<file path="src/rtl/cpualu_pkg.sv">
// Shared types and constants for the eight-bit processor ALU.
package cpualu_pkg;

    typedef enum logic [4:0] {
        OP_ADD8  = 5'd0,
        OP_ADC8  = 5'd1,
        OP_SUB8  = 5'd2,
        OP_SBC8  = 5'd3,
        OP_CP8   = 5'd4,
        OP_AND   = 5'd5,
        OP_OR    = 5'd6,
        OP_XOR   = 5'd7,
        OP_INC   = 5'd8,
        OP_DEC   = 5'd9,
        OP_ADD16 = 5'd10,
        OP_ADC16 = 5'd11,
        OP_SBC16 = 5'd12,
        OP_RLC   = 5'd13,
        OP_RRC   = 5'd14,
        OP_RL    = 5'd15,
        OP_RR    = 5'd16,
        OP_SLA   = 5'd17,
        OP_SRA   = 5'd18,
        OP_SLL   = 5'd19,
        OP_SRL   = 5'd20,
        OP_RLCA  = 5'd21,
        OP_RRCA  = 5'd22,
        OP_RLA   = 5'd23,
        OP_RRA   = 5'd24,
        OP_DAA   = 5'd25,
        OP_BIT   = 5'd26
    } op_t;

    // Bit positions in the flag byte.
    localparam int unsigned FL_C  = 0;
    localparam int unsigned FL_N  = 1;
    localparam int unsigned FL_PV = 2;
    localparam int unsigned FL_X  = 3;
    localparam int unsigned FL_H  = 4;
    localparam int unsigned FL_Y  = 5;
    localparam int unsigned FL_Z  = 6;
    localparam int unsigned FL_S  = 7;

    typedef struct packed {
        logic [4:0]  req_type;
        logic [15:0] operand_a;
        logic [15:0] operand_b;
        logic [2:0]  bit_index;
        logic [7:0]  flags_in;
    } alu_req_t;

    typedef struct packed {
        logic [15:0] result;
        logic [7:0]  flags_out;
        logic        has_result;
    } alu_out_t;

endpackage

</file>
<file path="src/rtl/cpualu_core.sv">
// Combinational datapath of the ALU: result, flag byte and write-back mark.
module cpualu_core (
    input  cpualu_pkg::alu_req_t req,
    output cpualu_pkg::alu_out_t rsp
);
    import cpualu_pkg::*;

    // S, Z, Y and X from an eight-bit value.
    function automatic logic [7:0] szxy(input logic [7:0] r);
        logic [7:0] f;
        f        = 8'h00;
        f[FL_S]  = r[7];
        f[FL_Z]  = (r == 8'h00);
        f[FL_Y]  = r[5];
        f[FL_X]  = r[3];
        return f;
    endfunction

    function automatic logic [7:0] logic_flags(input logic [7:0] r, input logic h);
        logic [7:0] f;
        f        = szxy(r);
        f[FL_H]  = h;
        f[FL_PV] = ~^r;
        return f;
    endfunction

    logic [7:0]  a;
    logic [7:0]  v;
    logic        cin;
    logic        add_c;
    logic        sub_c;
    logic        c16;
    logic [8:0]  add9;
    logic [4:0]  add_h;
    logic [8:0]  sub9;
    logic [4:0]  sub_h;
    logic [16:0] sum17;
    logic [12:0] sum_h;
    logic [16:0] diff17;
    logic [12:0] diff_h;
    logic [7:0]  inc8;
    logic [7:0]  dec8;
    logic [2:0]  sh_k;
    logic        sh_co;
    logic [7:0]  sh_res;
    logic [7:0]  daa_corr;
    logic        daa_c;
    logic [7:0]  daa_res;
    logic        daa_h;
    logic [4:0]  daa_lo;
    logic        bit_set;
    logic [15:0] res;
    logic [7:0]  f;
    logic        wr;

    assign a   = req.operand_a[7:0];
    assign v   = req.operand_b[7:0];
    assign cin = req.flags_in[FL_C];

    assign add_c = (req.req_type == OP_ADC8) & cin;
    assign sub_c = (req.req_type == OP_SBC8) & cin;
    assign c16   = (req.req_type == OP_ADC16) & cin;

    assign add9  = {1'b0, a} + {1'b0, v} + {8'h00, add_c};
    assign add_h = {1'b0, a[3:0]} + {1'b0, v[3:0]} + {4'h0, add_c};
    assign sub9  = {1'b0, a} - {1'b0, v} - {8'h00, sub_c};
    assign sub_h = {1'b0, a[3:0]} - {1'b0, v[3:0]} - {4'h0, sub_c};

    assign sum17  = {1'b0, req.operand_a} + {1'b0, req.operand_b} + {16'h0000, c16};
    assign sum_h  = {1'b0, req.operand_a[11:0]} + {1'b0, req.operand_b[11:0]}
                  + {12'h000, c16};
    assign diff17 = {1'b0, req.operand_a} - {1'b0, req.operand_b} - {16'h0000, cin};
    assign diff_h = {1'b0, req.operand_a[11:0]} - {1'b0, req.operand_b[11:0]}
                  - {12'h000, cin};

    assign inc8 = a + 8'd1;
    assign dec8 = a - 8'd1;

    // The CB shifts and the accumulator rotates share one shifter; even
    // selections shift left and odd ones shift right.
    always_comb
    begin
        if (req.req_type <= OP_SRL)
        begin
            sh_k = 3'(req.req_type - OP_RLC);
        end
        else
        begin
            sh_k = 3'(req.req_type - OP_RLCA);
        end
        sh_co = sh_k[0] ? a[0] : a[7];
        unique case (sh_k)
            3'd0:    sh_res = {a[6:0], sh_co};
            3'd1:    sh_res = {sh_co, a[7:1]};
            3'd2:    sh_res = {a[6:0], cin};
            3'd3:    sh_res = {cin, a[7:1]};
            3'd4:    sh_res = {a[6:0], 1'b0};
            3'd5:    sh_res = {a[7], a[7:1]};
            3'd6:    sh_res = {a[6:0], 1'b1};
            default: sh_res = {1'b0, a[7:1]};
        endcase
    end

    // Decimal adjust: the correction depends on H, C and the digits, and
    // is subtracted after a subtraction, otherwise added.
    always_comb
    begin
        daa_corr = 8'h00;
        daa_c    = 1'b0;
        if (req.flags_in[FL_H] || (a[3:0] > 4'h9))
        begin
            daa_corr[3:0] = 4'h6;
        end
        if (cin || (a > 8'h99))
        begin
            daa_corr[7:4] = 4'h6;
            daa_c         = 1'b1;
        end
        daa_lo = {1'b0, a[3:0]} + {1'b0, daa_corr[3:0]};
        if (req.flags_in[FL_N])
        begin
            daa_res = a - daa_corr;
            daa_h   = req.flags_in[FL_H] && (a[3:0] < 4'h6);
        end
        else
        begin
            daa_res = a + daa_corr;
            daa_h   = daa_lo[4];
        end
    end

    assign bit_set = a[req.bit_index];

    always_comb
    begin
        res = 16'h0000;
        f   = req.flags_in;
        wr  = 1'b1;
        unique case (op_t'(req.req_type))
            OP_ADD8, OP_ADC8:
            begin
                res      = {8'h00, add9[7:0]};
                f        = szxy(add9[7:0]);
                f[FL_H]  = add_h[4];
                f[FL_PV] = ~(a[7] ^ v[7]) & (a[7] ^ add9[7]);
                f[FL_C]  = add9[8];
            end
            OP_SUB8, OP_SBC8, OP_CP8:
            begin
                res      = {8'h00, sub9[7:0]};
                f        = szxy(sub9[7:0]);
                f[FL_N]  = 1'b1;
                f[FL_H]  = sub_h[4];
                f[FL_PV] = (a[7] ^ v[7]) & (a[7] ^ sub9[7]);
                f[FL_C]  = sub9[8];
                if (req.req_type == OP_CP8)
                begin
                    // Compare takes X and Y from the operand, not the difference.
                    f[FL_Y] = v[5];
                    f[FL_X] = v[3];
                    res     = 16'h0000;
                    wr      = 1'b0;
                end
            end
            OP_AND:
            begin
                res = {8'h00, a & v};
                f   = logic_flags(a & v, 1'b1);
            end
            OP_OR:
            begin
                res = {8'h00, a | v};
                f   = logic_flags(a | v, 1'b0);
            end
            OP_XOR:
            begin
                res = {8'h00, a ^ v};
                f   = logic_flags(a ^ v, 1'b0);
            end
            OP_INC:
            begin
                res      = {8'h00, inc8};
                f        = szxy(inc8);
                f[FL_C]  = cin;
                f[FL_H]  = (a[3:0] == 4'hF);
                f[FL_PV] = (a == 8'h7F);
            end
            OP_DEC:
            begin
                res      = {8'h00, dec8};
                f        = szxy(dec8);
                f[FL_C]  = cin;
                f[FL_N]  = 1'b1;
                f[FL_H]  = (a[3:0] == 4'h0);
                f[FL_PV] = (a == 8'h80);
            end
            OP_ADD16:
            begin
                res      = sum17[15:0];
                f        = 8'h00;
                f[FL_S]  = req.flags_in[FL_S];
                f[FL_Z]  = req.flags_in[FL_Z];
                f[FL_PV] = req.flags_in[FL_PV];
                f[FL_H]  = sum_h[12];
                f[FL_C]  = sum17[16];
                f[FL_Y]  = sum17[13];
                f[FL_X]  = sum17[11];
            end
            OP_ADC16:
            begin
                res      = sum17[15:0];
                f        = 8'h00;
                f[FL_S]  = sum17[15];
                f[FL_Z]  = (sum17[15:0] == 16'h0000);
                f[FL_Y]  = sum17[13];
                f[FL_X]  = sum17[11];
                f[FL_H]  = sum_h[12];
                f[FL_PV] = ~(req.operand_a[15] ^ req.operand_b[15])
                         & (req.operand_a[15] ^ sum17[15]);
                f[FL_C]  = sum17[16];
            end
            OP_SBC16:
            begin
                res      = diff17[15:0];
                f        = 8'h00;
                f[FL_S]  = diff17[15];
                f[FL_Z]  = (diff17[15:0] == 16'h0000);
                f[FL_Y]  = diff17[13];
                f[FL_X]  = diff17[11];
                f[FL_N]  = 1'b1;
                f[FL_H]  = diff_h[12];
                f[FL_PV] = (req.operand_a[15] ^ req.operand_b[15])
                         & (req.operand_a[15] ^ diff17[15]);
                f[FL_C]  = diff17[16];
            end
            OP_RLC, OP_RRC, OP_RL, OP_RR, OP_SLA, OP_SRA, OP_SLL, OP_SRL:
            begin
                res     = {8'h00, sh_res};
                f       = logic_flags(sh_res, 1'b0);
                f[FL_C] = sh_co;
            end
            OP_RLCA, OP_RRCA, OP_RLA, OP_RRA:
            begin
                // Accumulator rotates keep S, Z and P/V.
                res     = {8'h00, sh_res};
                f       = 8'h00;
                f[FL_S] = req.flags_in[FL_S];
                f[FL_Z] = req.flags_in[FL_Z];
                f[FL_PV] = req.flags_in[FL_PV];
                f[FL_Y] = sh_res[5];
                f[FL_X] = sh_res[3];
                f[FL_C] = sh_co;
            end
            OP_DAA:
            begin
                res     = {8'h00, daa_res};
                f       = logic_flags(daa_res, daa_h);
                f[FL_N] = req.flags_in[FL_N];
                f[FL_C] = daa_c;
            end
            OP_BIT:
            begin
                f        = 8'h00;
                f[FL_C]  = cin;
                f[FL_H]  = 1'b1;
                f[FL_Y]  = a[5];
                f[FL_X]  = a[3];
                f[FL_Z]  = ~bit_set;
                f[FL_PV] = ~bit_set;
                f[FL_S]  = (req.bit_index == 3'd7) & bit_set;
                wr       = 1'b0;
            end
            default:
            begin
                // Undefined operation codes leave the flags alone.
                res = 16'h0000;
                f   = req.flags_in;
                wr  = 1'b0;
            end
        endcase
    end

    assign rsp.result     = res;
    assign rsp.flags_out  = f;
    assign rsp.has_result = wr;

endmodule

</file>
<file path="src/rtl/cpu_alu_with_flags.sv">
// Top level of the eight-bit processor ALU: request register, datapath, result register.
//
//   Channel   Handshake              Payload
//   request   req_valid / req_ready  req_type, operand_a, operand_b, bit_index, flags_in
//   result    res_valid / res_ready  result, flags_out, has_result
//
// A request is registered on acceptance and its result is written to the result
// register once that register is free; one request is taken every cycle while
// the result register is free. The ALU datapath between the two registers sets the
// clock period. Reset clears only the two valid flags. When the result is not
// taken, both stages hold and req_ready falls once the request stage is full.
module cpu_alu_with_flags (
    input  logic        clk,
    input  logic        rst_n,
    input  logic        req_valid,
    output logic        req_ready,
    input  logic [4:0]  req_type,
    input  logic [15:0] operand_a,
    input  logic [15:0] operand_b,
    input  logic [2:0]  bit_index,
    input  logic [7:0]  flags_in,
    output logic        res_valid,
    input  logic        res_ready,
    output logic [15:0] result,
    output logic [7:0]  flags_out,
    output logic        has_result
);
    import cpualu_pkg::*;

    logic     req_valid_reg;
    logic     req_valid_next;
    alu_req_t req_reg;
    logic     res_valid_reg;
    logic     res_valid_next;
    alu_out_t res_reg;
    alu_out_t alu_out;
    logic     res_free;

    assign res_free  = ~res_valid_reg | res_ready;
    assign req_ready = ~req_valid_reg | res_free;

    always_comb
    begin
        req_valid_next = req_valid_reg;
        res_valid_next = res_valid_reg;
        if (req_ready)
        begin
            req_valid_next = req_valid;
        end
        if (res_free)
        begin
            res_valid_next = req_valid_reg;
        end
    end

    always_ff @(posedge clk or negedge rst_n)
    begin
        if (!rst_n)
        begin
            req_valid_reg <= 1'b0;
            res_valid_reg <= 1'b0;
        end
        else
        begin
            req_valid_reg <= req_valid_next;
            res_valid_reg <= res_valid_next;
        end
    end

    always_ff @(posedge clk)
    begin
        if (req_valid && req_ready)
        begin
            req_reg.req_type  <= req_type;
            req_reg.operand_a <= operand_a;
            req_reg.operand_b <= operand_b;
            req_reg.bit_index <= bit_index;
            req_reg.flags_in  <= flags_in;
        end
        if (req_valid_reg && res_free)
        begin
            res_reg <= alu_out;
        end
    end

    cpualu_core u_core (
        .req (req_reg),
        .rsp (alu_out)
    );

    assign res_valid  = res_valid_reg;
    assign result     = res_reg.result;
    assign flags_out  = res_reg.flags_out;
    assign has_result = res_reg.has_result;

endmodule

</file>
<file path="config.mk">
export PLATFORM = sky130hd
export DESIGN_NAME = cpu_alu_with_flags
export DESIGN_NICKNAME = d
export VERILOG_FILES = /design/src/rtl/cpualu_pkg.sv /design/src/rtl/cpualu_core.sv /design/src/rtl/cpu_alu_with_flags.sv
export SDC_FILE = /design/constraint.sdc
export NUM_CORES = 1
export LEC_CHECK = 0
export BUFFER_PORTS_ARGS = -buffer_cell sky130_fd_sc_hd__buf_2
export CAP_MARGIN = 0
export CORE_ASPECT_RATIO = 1.2
export CORE_MARGIN = 5
export CORE_UTILIZATION = 55
export DETAILED_ROUTE_END_ITERATION = 12
export PLACE_DENSITY = 0.78
export RECOVER_POWER = 25
export REMOVE_ABC_BUFFERS = 1
export SLEW_MARGIN = 20
export SYNTH_ARGS = -nofsm -noshare
export SYNTH_HDL_FRONTEND = slang
export SYNTH_SLANG_ARGS = --single-unit
</file>
<file path="constraint.sdc">
create_clock -name clk -period 4.9 [get_ports clk]
set_clock_uncertainty 0.2 [all_clocks]
set_input_delay 0.245 -clock clk [delete_from_list [all_inputs] [get_ports clk]]
set_output_delay 0.245 -clock clk [all_outputs]
set_load 0.02 [all_outputs]
</file>
==> flow_summary.rst <==
.. list-table::
   :header-rows: 1

   * - Metric
     - Value
   * - Dominant synthesized flop cell
     - sky130_fd_sc_hd__edfxtp_1
   * - # setup viols final
     - 0
   * - Multiplexer share of the synthesized area
     - 2.26%
   * - Largest stage delay on the critical path
     - 0.38 ns
   * - Number of flops mapped to enable cells by yosys
     - 73
   * - Remaining max-slew budget at the tightest pin
     - 43.5%
   * - Antenna violations before repair
     - 0
   * - Crit path DAT
     - 4.52 ns
   * - Fraction of final layout cells sized beyond drive strength 1
     - 15.3%
   * - Adder-cell share of the synthesized area
     - 17.6%
   * - Share of power burned in registers
     - 31.0%
   * - Gpl congestion
     - 1.04
   * - Leakage component of the power
     - 0.00388 uW
   * - Most used cell along the critical path
     - sky130_fd_sc_hd__ha_1
   * - Largest fanout of any net on the critical path
     - 4
   * - Pin count of the biggest net entering global routing
     - 49
   * - Share of synthesized cell area in and, or, nand and nor gates
     - 16.0%
   * - Antenna diode count
     - 0
   * - Crit. Startpoint
     - req_reg[28]
   * - Routed via count
     - 7493
   * - VDD IR-drop max
     - 0.197 mV
   * - Mean cell area of the mapped netlist
     - 9.03 sq um
   * - Share of async-settable or async-resettable flops after synthesis
     - 2.67%
   * - Clock tree from TritonCTS
     - built
   * - Slack of the worst reg-to-reg path
     - 0.29 ns
   * - Fmax achieved
     - 0.217 GHz
   * - Post-Synthesis Cells
     - 865
   * - Area of the core
     - 13900 sq um
   * - Drc violations
     - 0
   * - Instance count on the critical path
     - 22
   * - Post-synthesis share of cell area spent on xor and xnor gates
     - 8.18%
   * - Worst setup path category
     - register to register
   * - Growth of design area from synthesis to finish
     - 18.2%
   * - CTS HTree Levels
     - 3
   * - Critical Path Source Type
     - register
   * - Starting Density
     - 56.3%
   * - Internal
     - 1560 uW
   * - Combinational family with the most area after synthesis
     - compound AO/OA/AOI/OAI gates
   * - Detailed-routing iteration count for the pre-antenna-repair pass
     - 5
   * - Yosys warning count
     - 0
   * - Share of the synthesized area in compound gates (AO/OA/AOI/OAI)
     - 20.3%
   * - Clk pwr share
     - 25.3%
   * - Portion of the post-synthesis area used by sequential elements
     - 28.7%
   * - Die Area
     - 16700 sq um
   * - Floorplan row count
     - 47
   * - DRC marker count from the first detailed-route iteration
     - 942
   * - CTS Root Cell
     - sky130_fd_sc_hd__clkbuf_16
   * - Crit share post-route
     - 94.2%
   * - Post-Route Hold Slack
     - 0.292 ns
   * - Final HPWL from detailed placement
     - 20700 um
   * - Number of cells on the worst reg-to-reg path
     - 22
   * - Critical Path End Type
     - register
   * - Chain of cells forming the critical path
     - inv_1 -> ha_1 -> nor2_1 -> o21ai_0 -> o211ai_1 -> a21oi_2 -> ha_1 -> inv_1 -> o21ai_0 -> ha_1 -> a21o_1 -> a31o_2 -> xnor2_1 -> inv_1 -> ha_1 -> nand4_1 -> o21bai_1 -> nor4_1 -> o2111ai_1 -> o32a_1 -> a41oi_1 -> o31ai_1
   * - Gr usage total
     - 31.7%
   * - Port Buffers
     - 78
   * - Buffers plus inverters on the worst setup path
     - 3
   * - Total power
     - 2580 uW
   * - Transition time at the pin with the least slew margin
     - 0.845 ns
   * - X dimension of the die
     - 119 um
   * - Most frequent cells in the layout
     - 97 x sky130_fd_sc_hd__ha_1, 80 x sky130_fd_sc_hd__inv_1, 78 x sky130_fd_sc_hd__buf_2
   * - Wire length of the first global-routing pass
     - 40600 um
   * - Commonest non-fill, non-tap cell in the layout
     - sky130_fd_sc_hd__ha_1
   * - Switching Power
     - 1020 uW
   * - Post-synthesis instance area
     - 7810 sq um
   * - Worst slack at placement
     - 0.344 ns
   * - # clock sinks
     - 75
   * - Top Family by Delay on Critical Path
     - compound AO/OA/AOI/OAI gates
   * - CP Capture Point
     - flags_out[6]
   * - Total congestion overflow
     - 0
   * - Status
     - completed
   * - Setup repair after global routing missed its margin
     - false
   * - Clock transition at the registers of the reported paths
     - 0.07 ns
   * - Pins over their slew limit
     - 0
   * - Setup ws final
     - 0.287 ns
   * - Post-layout nets
     - 1154
   * - Post-route setup TNS
     - 0 ns
   * - # IOs
     - 79
   * - Clock latency on the worst-skew pair
     - 0.36 ns
   * - Period minus WS final
     - 4.61 ns
   * - Class of the tightest hold or removal check
     - register to register
   * - Net switching share of the total power
     - 39.4%
   * - Worst flop-to-flop path startpoint
     - req_reg[28]
   * - Final routed wirelength across all metal layers
     - 26700 um
   * - Portion of total power attributed to combinational logic
     - 43.7%
   * - Number of buffers created by CTS
     - 9
   * - Critical-path cell with the highest stage delay
     - sky130_fd_sc_hd__edfxtp_1
   * - Number of global-route vias before repair
     - 7121
   * - Wire length per cell
     - 22.8 um
   * - Power density normalized to cell area
     - 279 nW/um^2
   * - Number of hold violations in the final report
     - 0
   * - Synth cell types
     - 82
   * - Register bit total from synthesis
     - 75
   * - Post CTS Setup Buffer Count
     - 0
   * - Largest register FFs
     - 48
   * - Endpoint of the most critical register-to-register path
     - flags_out[6]
   * - Die extent in y
     - 141 um
   * - Count of maximum capacitance violations
     - 0
   * - Count of nets left with antenna violations after detail routing
     - 0
   * - Critical path required time
     - 4.80 ns
   * - Buffer depth of the longest clock path
     - 2
   * - Ratio of routed vias to standard cells
     - 6.39
[final cells by class]
| type | instances | area, sq um |
|---|---|---|
| Timing Repair Buffer | 162 | 1150 |
| Fill cell | 1140 | 4640 |
| Clock buffer | 9 | 225 |
| Inverter | 83 | 312 |
| Clock inverter | 7 | 57.6 |
| Multi-Input combinational cell | 666 | 5040 |
| Sequential cell | 75 | 2240 |
| Tap cell | 171 | 214 |
[power by group through the flow]
| stage | Combinational, uW | Sequential [uW] | Clock, uW |
|---|---|---|---|
| CTS | 1100 | 801 | 651 |
| detailed placement | 1060 | 814 | 0 |
| global placement | 1040 | 812 | 0 |
| floorplan | 691 | 858 | 0 |
| global route | 1200 | 806 | 686 |
| finish | 1130 | 801 | 652 |
[synthesized netlist by cell type (6+ instances only)]
library cell                 n  area share (%)
sky130_fd_sc_hd__ha_1       97              16
sky130_fd_sc_hd__a21o_1     12             1.2
sky130_fd_sc_hd__xnor2_1    54             6.1
sky130_fd_sc_hd__buf_2      10            0.64
sky130_fd_sc_hd__o211ai_1    9            0.86
sky130_fd_sc_hd__or3_1       7            0.56
sky130_fd_sc_hd__nor2b_1     9            0.72
sky130_fd_sc_hd__mux2i_1    12             1.5
sky130_fd_sc_hd__a221oi_1   11             1.2
sky130_fd_sc_hd__edfxtp_1   73              28
sky130_fd_sc_hd__a31oi_1     7            0.56
sky130_fd_sc_hd__nand2_1    57             2.7
sky130_fd_sc_hd__o2111ai_1   7            0.78
sky130_fd_sc_hd__o31ai_1     9            0.86
sky130_fd_sc_hd__nor4_1      6            0.48
sky130_fd_sc_hd__a22oi_1     6            0.58
sky130_fd_sc_hd__nand3_1    21             1.3
sky130_fd_sc_hd__nor2_1     59             2.8
sky130_fd_sc_hd__nand2b_1   13             1.0
sky130_fd_sc_hd__nor3_1     22             1.4
sky130_fd_sc_hd__inv_1      80             3.8
sky130_fd_sc_hd__nand4_1    14             1.1
sky130_fd_sc_hd__fa_1        8             2.0
sky130_fd_sc_hd__o221ai_1   12             1.3
sky130_fd_sc_hd__clkbuf_1   19            0.91
sky130_fd_sc_hd__xor2_1     19             2.1
sky130_fd_sc_hd__o22ai_1    14             1.1
sky130_fd_sc_hd__o21ai_0    40             2.6
sky130_fd_sc_hd__a21oi_1    47             3.0
sky130_fd_sc_hd__and3_1      7            0.56
[through the flow]
step,utilization [%],cell area (sq um),instances
floorplan,-,7580,824
global route,66.6,9240,1173
global placement,60.7,8430,1105
CTS,66.5,9230,1173
finish,66.6,9240,1173
detailed placement,60.7,8430,1105
[how the worst min path moves through the flow]
stage	cells past startpoint	end	slack (ns)	start
floorplan	0	req_valid_reg	-0.25	rst_n
global placement	1	res_valid	-0.17	rst_n
detailed placement	1	req_valid_reg	-0.17	rst_n
CTS	1	res_valid	0.30	req_valid_reg
global route	1	res_valid	0.33	req_valid_reg
finish	1	res_valid	0.29	req_valid_reg
[worst register-to-register path: stages (launching register included)]
cell                        delay [ns]
sky130_fd_sc_hd__edfxtp_1         0.38
sky130_fd_sc_hd__inv_1            0.11
sky130_fd_sc_hd__ha_1             0.20
sky130_fd_sc_hd__nor2_1           0.05
sky130_fd_sc_hd__o21ai_0          0.22
sky130_fd_sc_hd__o211ai_1         0.14
sky130_fd_sc_hd__a21oi_2          0.25
sky130_fd_sc_hd__ha_1             0.27
sky130_fd_sc_hd__inv_1            0.05
sky130_fd_sc_hd__o21ai_0          0.07
sky130_fd_sc_hd__ha_1             0.22
sky130_fd_sc_hd__a21o_1           0.18
sky130_fd_sc_hd__a31o_2           0.22
sky130_fd_sc_hd__xnor2_1          0.25
sky130_fd_sc_hd__inv_1            0.07
sky130_fd_sc_hd__ha_1             0.19
sky130_fd_sc_hd__nand4_1          0.08
sky130_fd_sc_hd__o21bai_1         0.07
sky130_fd_sc_hd__nor4_1           0.24
sky130_fd_sc_hd__o2111ai_1        0.26
sky130_fd_sc_hd__o32a_1           0.37
sky130_fd_sc_hd__a41oi_1          0.18
sky130_fd_sc_hd__o31ai_1          0.09
[layer usage]
metal	share of wire, %	track usage [%]	vias up
li1	-	-	3447
met4	4.8	14.7	0
met2	47	52.4	445
met5	0	0	-
met1	39	39.7	3506
met3	9.0	6.69	95
[repair_timing]
item	4_1_cts	5_1_grt
hold endpoints to repair	52	0
hold buffers	52	0
gates resized for setup	0	1
setup endpoints to repair	0	1
[kinds of logic after synthesis]
logic type	Yosys count
simple gates	247
fa+ha+maj	105
buf+inv	124
xor+xnor	73
flops	75
compound gates	226
mux	15
Power figures use the tool's default switching activity.
